**src/hdl/sdc_pkg.sv**
```systemverilog
// ----------------------------------------------------------------------------
// sdc_pkg
// Types and constants of the subsequence density counter.
// ----------------------------------------------------------------------------
`default_nettype none

package sdc_pkg;

  localparam int MAX_PATTERN     = 8;
  localparam int COUNT_BITS_DEF  = 16;
  localparam int QUEUE_DEPTH     = 4;
  localparam int SYM_W           = 8;
  localparam int IDX_W           = 3;
  localparam int PLEN_W          = 4;
  localparam int THR_W           = 16;
  localparam int PAT_W           = 64;
  localparam int FIELD_W         = 16;
  localparam int CFG_IDX_W       = 2;
  localparam int CFG_DATA_W      = 64;

  localparam logic [PLEN_W-1:0] PLEN_RESET = 4'd1;
  localparam logic [THR_W-1:0]  THR_RESET  = 16'd2294;

  typedef enum logic [CFG_IDX_W-1:0] {
    CFG_PATTERN_SYMBOLS   = 2'd0,
    CFG_PATTERN_LENGTH    = 2'd1,
    CFG_DENSITY_THRESHOLD = 2'd2
  } cfg_reg_t;

  typedef struct packed {
    logic [SYM_W-1:0] symbol;
    logic             last_of_sequence;
    logic             first_of_set;
  } in_t;

  typedef struct packed {
    logic [FIELD_W-1:0] support_count;
    logic [FIELD_W-1:0] sequence_length;
    logic               dense_enough;
    logic [FIELD_W-1:0] dense_sequences;
    logic [FIELD_W-1:0] sequences_seen;
    logic               any_long_enough;
  } out_t;

endpackage

`default_nettype wire

```
**src/hdl/sdc_front.sv**
```systemverilog
// ----------------------------------------------------------------------------
// sdc_front
// Symbol matcher: advances the pattern pointer, counts occurrences and length,
// and pushes one record per finished sequence.
// ----------------------------------------------------------------------------
`default_nettype none

module sdc_front #(
  parameter int COUNT_BITS = sdc_pkg::COUNT_BITS_DEF,
  parameter int REC_W      = 2 * COUNT_BITS + 2
) (
  input  wire logic                          clk,
  input  wire logic                          rst_n,
  input  wire logic                          in_valid,
  output logic                               in_ready,
  input  wire sdc_pkg::in_t                  in_data,
  input  wire logic [sdc_pkg::PAT_W-1:0]     pattern_symbols,
  input  wire logic [sdc_pkg::PLEN_W-1:0]    pattern_length,
  output logic                               push,
  output logic [REC_W-1:0]                   push_rec,
  input  wire logic                          q_full
);

  localparam logic [COUNT_BITS-1:0] CNT_MAX = {COUNT_BITS{1'b1}};

  logic [sdc_pkg::IDX_W-1:0]  idx_r, idx_nxt;
  logic [COUNT_BITS-1:0]      occ_r, occ_nxt;
  logic [COUNT_BITS-1:0]      len_r, len_nxt;
  logic                       clr_r, clr_nxt;

  logic                       accept;
  logic [sdc_pkg::PLEN_W-1:0] plen_eff;
  logic [sdc_pkg::SYM_W-1:0]  want;
  logic                       hit;
  logic                       done;
  logic [COUNT_BITS-1:0]      len_inc;
  logic [COUNT_BITS-1:0]      occ_new;
  logic                       fits;

  assign in_ready = !q_full;
  assign accept   = in_valid && in_ready;

  always_comb begin
    if (pattern_length == '0) begin
      plen_eff = sdc_pkg::PLEN_W'(1);
    end else if (pattern_length > sdc_pkg::PLEN_W'(sdc_pkg::MAX_PATTERN)) begin
      plen_eff = sdc_pkg::PLEN_W'(sdc_pkg::MAX_PATTERN);
    end else begin
      plen_eff = pattern_length;
    end
  end

  assign want    = pattern_symbols[{idx_r, 3'b000} +: sdc_pkg::SYM_W];
  assign hit     = (in_data.symbol == want);
  assign done    = hit && (({1'b0, idx_r} + sdc_pkg::PLEN_W'(1)) >= plen_eff);
  assign len_inc = (len_r == CNT_MAX) ? len_r : len_r + 1'b1;
  assign occ_new = done ? ((occ_r == CNT_MAX) ? occ_r : occ_r + 1'b1) : occ_r;
  assign fits    = (len_inc >= {{(COUNT_BITS - sdc_pkg::PLEN_W){1'b0}}, plen_eff});

  assign push     = accept && in_data.last_of_sequence;
  assign push_rec = {clr_r | in_data.first_of_set, fits, occ_new, len_inc};

  always_comb begin
    idx_nxt = idx_r;
    occ_nxt = occ_r;
    len_nxt = len_r;
    clr_nxt = clr_r;
    if (accept) begin
      if (in_data.last_of_sequence) begin
        idx_nxt = '0;
        occ_nxt = '0;
        len_nxt = '0;
        clr_nxt = 1'b0;
      end else begin
        occ_nxt = occ_new;
        len_nxt = len_inc;
        clr_nxt = clr_r | in_data.first_of_set;
        if (hit) begin
          idx_nxt = done ? '0 : idx_r + 1'b1;
        end
      end
    end
  end

  always_ff @(posedge clk) begin
    if (!rst_n) begin
      idx_r <= '0;
      occ_r <= '0;
      len_r <= '0;
      clr_r <= 1'b0;
    end else begin
      idx_r <= idx_nxt;
      occ_r <= occ_nxt;
      len_r <= len_nxt;
      clr_r <= clr_nxt;
    end
  end

endmodule

`default_nettype wire

```
**src/hdl/sdc_queue.sv**
```systemverilog
// ----------------------------------------------------------------------------
// sdc_queue
// Small first-in first-out store of sequence records.
// ----------------------------------------------------------------------------
`default_nettype none

module sdc_queue #(
  parameter int DATA_W = 34,
  parameter int DEPTH  = sdc_pkg::QUEUE_DEPTH
) (
  input  wire logic              clk,
  input  wire logic              rst_n,
  input  wire logic              push,
  input  wire logic [DATA_W-1:0] push_data,
  output logic                   full,
  input  wire logic              pop,
  output logic                   head_valid,
  output logic [DATA_W-1:0]      head_data
);

  localparam int PTR_W = (DEPTH > 1) ? $clog2(DEPTH) : 1;
  localparam int CNT_W = $clog2(DEPTH + 1);

  logic [DATA_W-1:0] mem [DEPTH];
  logic [PTR_W-1:0]  wr_ptr_r, wr_ptr_nxt;
  logic [PTR_W-1:0]  rd_ptr_r, rd_ptr_nxt;
  logic [CNT_W-1:0]  cnt_r, cnt_nxt;

  assign full       = (cnt_r == CNT_W'(DEPTH));
  assign head_valid = (cnt_r != '0);
  assign head_data  = mem[rd_ptr_r];

  always_comb begin
    wr_ptr_nxt = wr_ptr_r;
    rd_ptr_nxt = rd_ptr_r;
    cnt_nxt    = cnt_r;
    if (push) begin
      wr_ptr_nxt = (wr_ptr_r == PTR_W'(DEPTH - 1)) ? '0 : wr_ptr_r + 1'b1;
    end
    if (pop) begin
      rd_ptr_nxt = (rd_ptr_r == PTR_W'(DEPTH - 1)) ? '0 : rd_ptr_r + 1'b1;
    end
    if (push && !pop) begin
      cnt_nxt = cnt_r + 1'b1;
    end else if (pop && !push) begin
      cnt_nxt = cnt_r - 1'b1;
    end
  end

  always_ff @(posedge clk) begin
    if (push) begin
      mem[wr_ptr_r] <= push_data;
    end
  end

  always_ff @(posedge clk) begin
    if (!rst_n) begin
      wr_ptr_r <= '0;
      rd_ptr_r <= '0;
      cnt_r    <= '0;
    end else begin
      wr_ptr_r <= wr_ptr_nxt;
      rd_ptr_r <= rd_ptr_nxt;
      cnt_r    <= cnt_nxt;
    end
  end

endmodule

`default_nettype wire

```
**src/hdl/sdc_back.sv**
```systemverilog
// ----------------------------------------------------------------------------
// sdc_back
// Density stage: threshold product, density compare, set totals and the
// result register.
// ----------------------------------------------------------------------------
`default_nettype none

module sdc_back #(
  parameter int COUNT_BITS = sdc_pkg::COUNT_BITS_DEF,
  parameter int REC_W      = 2 * COUNT_BITS + 2
) (
  input  wire logic                       clk,
  input  wire logic                       rst_n,
  input  wire logic [sdc_pkg::THR_W-1:0]  density_threshold,
  input  wire logic                       head_valid,
  input  wire logic [REC_W-1:0]           head_data,
  output logic                            pop,
  output logic                            out_valid,
  input  wire logic                       out_ready,
  output sdc_pkg::out_t                   out_data
);

  localparam int PROD_W = sdc_pkg::THR_W + COUNT_BITS;
  localparam logic [COUNT_BITS-1:0] CNT_MAX = {COUNT_BITS{1'b1}};

  logic                  a_valid_r, a_valid_nxt;
  logic [REC_W-1:0]      a_rec_r;
  logic [PROD_W-1:0]     a_prod_r;

  logic                  a_clr;
  logic                  a_fits;
  logic [COUNT_BITS-1:0] a_occ;
  logic [COUNT_BITS-1:0] a_len;

  logic [COUNT_BITS-1:0] dense_r, dense_nxt;
  logic [COUNT_BITS-1:0] seen_r, seen_nxt;
  logic                  fits_r, fits_nxt;
  logic                  out_valid_r, out_valid_nxt;
  sdc_pkg::out_t         out_data_r, out_data_nxt;

  logic                  b_load;
  logic                  dense;
  logic [COUNT_BITS-1:0] dense_base;
  logic [COUNT_BITS-1:0] seen_base;

  assign b_load = a_valid_r && (!out_valid_r || out_ready);
  assign pop    = head_valid && (!a_valid_r || b_load);

  assign {a_clr, a_fits, a_occ, a_len} = a_rec_r;

  always_ff @(posedge clk) begin
    if (pop) begin
      a_rec_r  <= head_data;
      a_prod_r <= PROD_W'(density_threshold) * PROD_W'(head_data[COUNT_BITS-1:0]);
    end
  end

  assign dense      = ({a_occ, {sdc_pkg::THR_W{1'b0}}} >= a_prod_r);
  assign dense_base = a_clr ? '0 : dense_r;
  assign seen_base  = a_clr ? '0 : seen_r;

  always_comb begin
    a_valid_nxt   = a_valid_r;
    dense_nxt     = dense_r;
    seen_nxt      = seen_r;
    fits_nxt      = fits_r;
    out_valid_nxt = out_valid_r;
    out_data_nxt  = out_data_r;
    if (out_valid_r && out_ready) begin
      out_valid_nxt = 1'b0;
    end
    if (b_load) begin
      a_valid_nxt = 1'b0;
      dense_nxt   = dense ? ((dense_base == CNT_MAX) ? dense_base : dense_base + 1'b1)
                          : dense_base;
      seen_nxt    = (seen_base == CNT_MAX) ? seen_base : seen_base + 1'b1;
      fits_nxt    = (fits_r && !a_clr) || a_fits;
      out_valid_nxt                = 1'b1;
      out_data_nxt.support_count   = sdc_pkg::FIELD_W'(a_occ);
      out_data_nxt.sequence_length = sdc_pkg::FIELD_W'(a_len);
      out_data_nxt.dense_enough    = dense;
      out_data_nxt.dense_sequences = sdc_pkg::FIELD_W'(dense_nxt);
      out_data_nxt.sequences_seen  = sdc_pkg::FIELD_W'(seen_nxt);
      out_data_nxt.any_long_enough = fits_nxt;
    end
    if (pop) begin
      a_valid_nxt = 1'b1;
    end
  end

  always_ff @(posedge clk) begin
    out_data_r <= out_data_nxt;
  end

  always_ff @(posedge clk) begin
    if (!rst_n) begin
      a_valid_r   <= 1'b0;
      dense_r     <= '0;
      seen_r      <= '0;
      fits_r      <= 1'b0;
      out_valid_r <= 1'b0;
    end else begin
      a_valid_r   <= a_valid_nxt;
      dense_r     <= dense_nxt;
      seen_r      <= seen_nxt;
      fits_r      <= fits_nxt;
      out_valid_r <= out_valid_nxt;
    end
  end

  assign out_valid = out_valid_r;
  assign out_data  = out_data_r;

endmodule

`default_nettype wire

```
**src/hdl/subsequence_density_counter_top.sv**
```systemverilog
// ----------------------------------------------------------------------------
// subsequence_density_counter_top
// Counts greedy non-overlapping pattern occurrences per sequence and reports
// support, length, density flag and per-set totals at each sequence end.
//
//   channel | handshake            | payload
//   --------+----------------------+---------------------------------
//   in      | in_valid / in_ready  | in_data  (symbol, last, first)
//   out     | out_valid / out_ready| out_data (support .. any_long)
//   cfg     | cfg_wr_en            | cfg_index, cfg_wr_data
//
// One symbol per cycle while the record queue has room; the matcher pointer
// is registered. Each result passes from its final symbol through the record
// queue, the threshold multiply register and the result register.
// The matcher stalls only when the four-entry record queue is full.
// Reset is synchronous; no clearing pass is needed.
// ----------------------------------------------------------------------------
`default_nettype none

module subsequence_density_counter_top #(
  parameter int COUNT_BITS = sdc_pkg::COUNT_BITS_DEF
) (
  input  wire logic                            clk,
  input  wire logic                            rst_n,
  input  wire logic                            in_valid,
  output logic                                 in_ready,
  input  wire sdc_pkg::in_t                    in_data,
  output logic                                 out_valid,
  input  wire logic                            out_ready,
  output sdc_pkg::out_t                        out_data,
  input  wire logic                            cfg_wr_en,
  input  wire logic [sdc_pkg::CFG_IDX_W-1:0]   cfg_index,
  input  wire logic [sdc_pkg::CFG_DATA_W-1:0]  cfg_wr_data
);

  localparam int REC_W = 2 * COUNT_BITS + 2;

  logic [sdc_pkg::PAT_W-1:0]  pattern_r;
  logic [sdc_pkg::PLEN_W-1:0] plen_r;
  logic [sdc_pkg::THR_W-1:0]  thr_r;

  logic             push;
  logic [REC_W-1:0] push_rec;
  logic             q_full;
  logic             pop;
  logic             head_valid;
  logic [REC_W-1:0] head_data;

  always_ff @(posedge clk) begin
    if (!rst_n) begin
      pattern_r <= '0;
      plen_r    <= sdc_pkg::PLEN_RESET;
      thr_r     <= sdc_pkg::THR_RESET;
    end else if (cfg_wr_en) begin
      case (cfg_index)
        sdc_pkg::CFG_PATTERN_SYMBOLS: begin
          pattern_r <= cfg_wr_data[sdc_pkg::PAT_W-1:0];
        end
        sdc_pkg::CFG_PATTERN_LENGTH: begin
          plen_r <= cfg_wr_data[sdc_pkg::PLEN_W-1:0];
        end
        sdc_pkg::CFG_DENSITY_THRESHOLD: begin
          thr_r <= cfg_wr_data[sdc_pkg::THR_W-1:0];
        end
        default: begin
        end
      endcase
    end
  end

  sdc_front #(
    .COUNT_BITS (COUNT_BITS),
    .REC_W      (REC_W)
  ) u_front (
    .clk             (clk),
    .rst_n           (rst_n),
    .in_valid        (in_valid),
    .in_ready        (in_ready),
    .in_data         (in_data),
    .pattern_symbols (pattern_r),
    .pattern_length  (plen_r),
    .push            (push),
    .push_rec        (push_rec),
    .q_full          (q_full)
  );

  sdc_queue #(
    .DATA_W (REC_W),
    .DEPTH  (sdc_pkg::QUEUE_DEPTH)
  ) u_queue (
    .clk        (clk),
    .rst_n      (rst_n),
    .push       (push),
    .push_data  (push_rec),
    .full       (q_full),
    .pop        (pop),
    .head_valid (head_valid),
    .head_data  (head_data)
  );

  sdc_back #(
    .COUNT_BITS (COUNT_BITS),
    .REC_W      (REC_W)
  ) u_back (
    .clk               (clk),
    .rst_n             (rst_n),
    .density_threshold (thr_r),
    .head_valid        (head_valid),
    .head_data         (head_data),
    .pop               (pop),
    .out_valid         (out_valid),
    .out_ready         (out_ready),
    .out_data          (out_data)
  );

endmodule

`default_nettype wire

```
**config.mk**
```make
export PLATFORM = sky130hd
export DESIGN_NAME = subsequence_density_counter_top
export DESIGN_NICKNAME = d
export VERILOG_FILES = /design/src/hdl/sdc_pkg.sv /design/src/hdl/sdc_front.sv /design/src/hdl/sdc_queue.sv /design/src/hdl/sdc_back.sv /design/src/hdl/subsequence_density_counter_top.sv
export SDC_FILE = /design/constraint.sdc
export NUM_CORES = 1
export LEC_CHECK = 0
export ABC_AREA = 1
export BUFFER_PORTS_ARGS = -buffer_cell sky130_fd_sc_hd__buf_2
export CAP_MARGIN = 40
export CELL_PAD_IN_SITES_DETAIL_PLACEMENT = 1
export CELL_PAD_IN_SITES_GLOBAL_PLACEMENT = 2
export CORE_ASPECT_RATIO = 2
export CORE_MARGIN = 5
export CORE_UTILIZATION = 42
export DETAILED_ROUTE_END_ITERATION = 6
export PLACE_DENSITY_LB_ADDON = 0.1
export SETUP_SLACK_MARGIN = 0.1
export SLEW_MARGIN = 20
export SYNTH_ARGS = -nofsm -noshare
export SYNTH_HDL_FRONTEND = slang
export SYNTH_SLANG_ARGS = --single-unit
```
**constraint.sdc**
```tcl
create_clock -name clk -period 13.99 [get_ports clk]
set_input_delay 0.6995 -clock clk [delete_from_list [all_inputs] [get_ports clk]]
set_output_delay 0.6995 -clock clk [all_outputs]
set_load 0.01 [all_outputs]
```
[Word-level counts from Yosys, hierarchy flattened]
Memories as Yosys holds them, arrays and structs flattened. A register that Yosys moved wholly into a read port is not among the register bits.
Index checks and enable logic that the tools add are counted.
Cells by class
  mux-type cells: 28
  equality and inequality tests: 10
  divide/modulo/power cells: 0
  shift operators: 1
  order comparisons: 4
  $mul: 1
  add/sub/neg operators: 10
  reduce and logical (&&, ||, !) cells: 29
  bitwise gates (word level): 1
Operators with widths (count)
  2-to-1 mux 16 bit: 10
  adder 16 x 1 -> 16 bit (second input constant): 4
  == test 16 bit (second input constant): 4
  indexed part select 64 x 7 -> 8 bit: 1
  >= comparator 32 bit: 1
  multiplier 16 x 16 -> 32 bit: 1
  >= comparator 16 x 4 -> 1 bit: 1
  2-to-1 mux 3 bit: 5
  logical AND 1 bit: 9
  == test 8 bit: 1
  2-to-1 mux 2 bit: 4
  2-to-1 mux 4 bit: 2
  AND reduction 2 bit: 4
  nonzero test 2 bit: 4
  2-to-1 mux 1 bit: 7
  adder 3 x 1 -> 3 bit (second input constant): 2
  == test 2 bit (second input constant): 3
  logical NOT 1 bit: 6
  adder 2 x 1 -> 2 bit (second input constant): 2
  adder 3 x 1 -> 4 bit (second input constant): 1
  >= comparator 4 bit: 1
  > comparator 4 bit (second input constant): 1
  logical NOT 4 bit: 1
  == test 3 bit (second input constant): 1
  other kinds (6): 8
Word-level totals
  memories kept: 1
  memory bits (writable): 136
  bits in registers: 294
  memory bits (read-only): 0
  bits in latches: 0
  word-level logic and storage cells: 108
  output and inout bits: 68
Memory list
  u_queue.mem: words 4, bits a word 34, rd ports 1, clocked after Yosys merged registers in 1, write ports 1, RTL line sdc_queue.sv:24  | logic [DATA_W-1:0] mem [DEPTH];

[Logic depth before layout (Yosys ltp)]
  depth after elaboration: 8
  gate-level depth with buffers: 31
  depth with buffers taken out: 29

[Modules after synthesis]
From an unflattened synthesis, not the netlist that was laid out.
Second synthesis, totals
  cells, all modules: 3535
  area total of the unflattened synthesis: 29356.9 um2
By module, submodules not included
  sdc_back: area an instance 16328.2 um2, cells each 1975, times used 1
  sdc_queue: area an instance 5708.0 um2, cells each 389, times used 1
  subsequence_density_counter_top: area an instance 3749.8 um2, cells each 534, times used 1
  sdc_front: area an instance 3570.9 um2, cells each 637, times used 1

[Worst setup path before layout]
OpenSTA, ideal clock, no wires.
  path kind: flip-flop to flip-flop
  from: reg with a tool-made name
  to: reg u_back.a_prod_r[26] (data pin)
  arrival time: 6.030 ns
  library setup time: 0.252 ns
  cell stages (with the launch flop): 29
  required time: 13.738 ns
  period minus slack after synthesis: 6.282 ns
  setup slack: 7.708 ns
  buffers on the path: 3
  cell sequence: dfxtp_1 clkbuf_1 inv_1 buf_1 nand3_1 nand2_1 clkbuf_1 nor2_1 fa_1 inv_1 fa_1 fa_1 inv_1 fa_1 fa_1 inv_1 fa_1 inv_1 ha_1 a21oi_1 inv_1 a31oi_1 o21ai_0 a21oi_1 o21ai_0 nand2_1 nand2_1 nand2_1 nand2_1
RTL lines
  to (signal assigned): RTL line sdc_back.sv:54  | a_prod_r <= PROD_W'(density_threshold) * PROD_W'(head_data[COUNT_BITS-1:0]);
  to (decl): RTL line sdc_back.sv:28  | logic [PROD_W-1:0] a_prod_r;

==> metrics.yaml <==
run_status:
  status: "completed"
final_layout:
  n_fill_cell: 7433
  drive_gt1_frac: 0.09243
  nNetsFinal: 3540
  antenna_cells: 0
  syn_to_final_growth_pct: 11.33
synthesis:
  yosysTopAreaCell: "edfxtp_1"
  synth_area_leaders: "edfxtp_1 30%, fa_1 14%, dfxtp_1 12%"
  synth.top_cells.by_count: "542 x nand2_1, 482 x inv_1, 347 x nor2_1"
  synth-edff-count: 268
  ys_warn_count: 0
  yosysMostFrequentCell: "nand2_1"
  ys_types: 48
  synth.top_cell.area_share: 0.2977
  netlist_area_um2: 27040
  synth-seq-area-share: 0.4191
  synth_seq_cells: 432
  synth_ff_type: "edfxtp_1"
  avgSynthCellArea_um2: 8.950
  synth_nets: 3436
  synth_async_sr_flop_share: 0
  synth_cells: 3021
global_routing:
  gr-usage-all-layers: 0.2481
  grt_max_degree: 82
  grt_pass1_vias: 23590
  grt_pass1_wl_um: 133500
  grt_overflow: 0
  antenna_found_initial: 1
timing:
  tightest_slew_ns: 0.8001
  fin_crit_sh: 0.5670
  drv_slew: 0
  slew_headroom: 0.4653
  timing.fmax_mhz: 126.1
  setup-violations-final: 0
  rsz0062_at_grt: "no"
  hold_viol: 0
  setup_tns_ns: 0
  period_needed_ns: 7.932
  skew_ns: 0.03152
worst_hold_path:
  hp-start: "cfg_wr_data[31]"
  hold_path.class: "in -> reg"
floorplan:
  rows: 131
  fp.dieW_um: 189.4
  core_um2: 63760
  fp.dieH_um: 368.8
  dieArea_um2: 69860
  num_io_pins: 149
  start_util: 0.4240
route:
  vias: 21200
  route.detailed.drc: 0
  drtIter0Drc: 803
  viasPerCell: 5.357
  ant_nets: 0
  dr.pass1.iters: 4
  routed_wl_um: 87560
  routedWlPerCell_um: 22.13
clock_network:
  cts.sinks: 432
  cts-root-buf: "clkbuf_16"
  post_cts_resized: 0
  clk_pin_slew_worst_paths_ns: 0.06
  cts_tree: "built"
  cts-hold-fix-buffers: 0
  cts_made_buffers: 42
  cts_setup_buffers: 0
  clkLatencyLatePin_ns: 0.60
  htreeDepth: 2
  clockBufferDepth: 3
place:
  numPortBuffers: 148
  dp_hpwl_um: 68860
  gp_congestion: 0.9195
worst_setup_path:
  startpoint_type: "flip-flop"
  path_class: "reg -> reg"
  required_ns: 14.34
  cp_data_arrival_time_ns: 8.28
  path_max_fanout: 50
  critPathCaptureType: "flip-flop"
  reg2reg_slack_ns: 6.06
job:
  maxCapViolCount: 0
[critical path, stage by stage (launching register included)]
cell	delay, ns
dfxtp_2	0.42
inv_1	0.43
buf_4	0.55
nand2_1	0.13
nand3_1	0.10
nand2_1	0.29
inv_1	0.52
nand2_1	0.16
fa_1	0.62
inv_1	0.10
fa_1	0.56
fa_1	0.45
fa_1	0.52
fa_1	0.55
inv_1	0.05
fa_1	0.54
inv_1	0.05
ha_1	0.42
nand2_1	0.11
nor2_1	0.15
inv_1	0.07
o21ai_0	0.16
a21oi_1	0.09
o21ai_0	0.33
nand2_1	0.12
nand3_1	0.09
nand2_1	0.06
[sequential cells by signal, summed over array words and instances (netlist names), 2 cells and up, named ones only]
signal            flops
pattern_r            64
u_back.a_prod_r      32
u_queue.wr_ptr_r      2
u_back.out_data      66
u_back.seen_r        16
u_front.len_r        16
u_queue.mem         136
thr_r                16
u_queue.rd_ptr_r      2
plen_r                4
u_front.occ_r        16
u_queue.cnt_r         3
u_back.dense_r       16
u_front.idx_r         3
u_back.a_rec_r       34
[cell type report]
type                    count  area, um^2  area share
clock buffers              54        1167     0.03878
clock inverters            24       305.3     0.01014
inverters                 494        1857     0.06169
multi-input cells        1977       13380      0.4444
flip-flops and latches    432       11330      0.3765
well taps                 798       998.5     0.03317
repair buffers            178        1065     0.03537
[cells by family after synthesis]
| kind of cell | Yosys count | synth area share |
|---|---|---|
| XOR/XNOR | 69 | 0.02235 |
| AO/OA/AOI/OAI | 418 | 0.08247 |
| flip-flops | 432 | 0.4191 |
| adder cells (fa/ha/maj) | 334 | 0.2087 |
| AND/OR/NAND/NOR | 1156 | 0.1802 |
| buffers and inverters | 612 | 0.08714 |
[stage by stage]
step	cell area, um^2	std cells	setup slack (ns)	hold slack, ns	util
after floorplan	27040	3021	7.708	0.4003	-
after global placement	28480	3872	6.158	0.4044	0.4466
after detailed placement	28630	3879	5.970	0.4052	0.4490
after CTS	30100	3957	5.957	0.3046	0.4721
after global routing	30100	3957	5.579	0.3279	0.4721
final	30100	3957	6.058	0.3301	0.4721
[path summary, 6_finish.rpt]
check             depth (start not counted)                   to
setup reg to reg                         26  u_back.a_prod_r[26]
setup / recovery                         26  u_back.a_prod_r[26]
hold reg to reg                           0  u_back.out_data[37]
hold / removal                            3        pattern_r[31]
[placed cells by master (no fill, tap or decap), types with 6 or more instances in the layout]
| cell type | n |
|---|---|
| a21o_1 | 7 |
| a21oi_1 | 165 |
| a31oi_1 | 6 |
| and2_1 | 13 |
| buf_2 | 148 |
| buf_4 | 23 |
| clkbuf_1 | 6 |
| clkbuf_16 | 43 |
| clkinv_1 | 10 |
| clkinv_2 | 9 |
| dfxtp_1 | 163 |
| edfxtp_1 | 268 |
| fa_1 | 195 |
| ha_1 | 139 |
| inv_1 | 479 |
| nand2_1 | 541 |
| nand2_2 | 14 |
| nand3_1 | 149 |
| nand3b_1 | 6 |
| nand4_1 | 41 |
| nor2_1 | 342 |
| nor3_1 | 30 |
| o211ai_1 | 9 |
| o21ai_0 | 188 |
| o22ai_1 | 19 |
| xnor2_1 | 19 |
| xor2_1 | 50 |
[layer usage]
metal | GRT usage | up-vias | wire [um]
met5 | 0 | - | 0
li1 | - | 9914 | -
met4 | 0.1512 | 0 | 6151
met3 | 0.02233 | 237 | 1914
met1 | 0.2341 | 10660 | 28930
met2 | 0.5008 | 390 | 50560
Power is left out: the tool's default activity adds up to more than one toggle a clock period on the data nets, which glitch-free logic cannot reach.
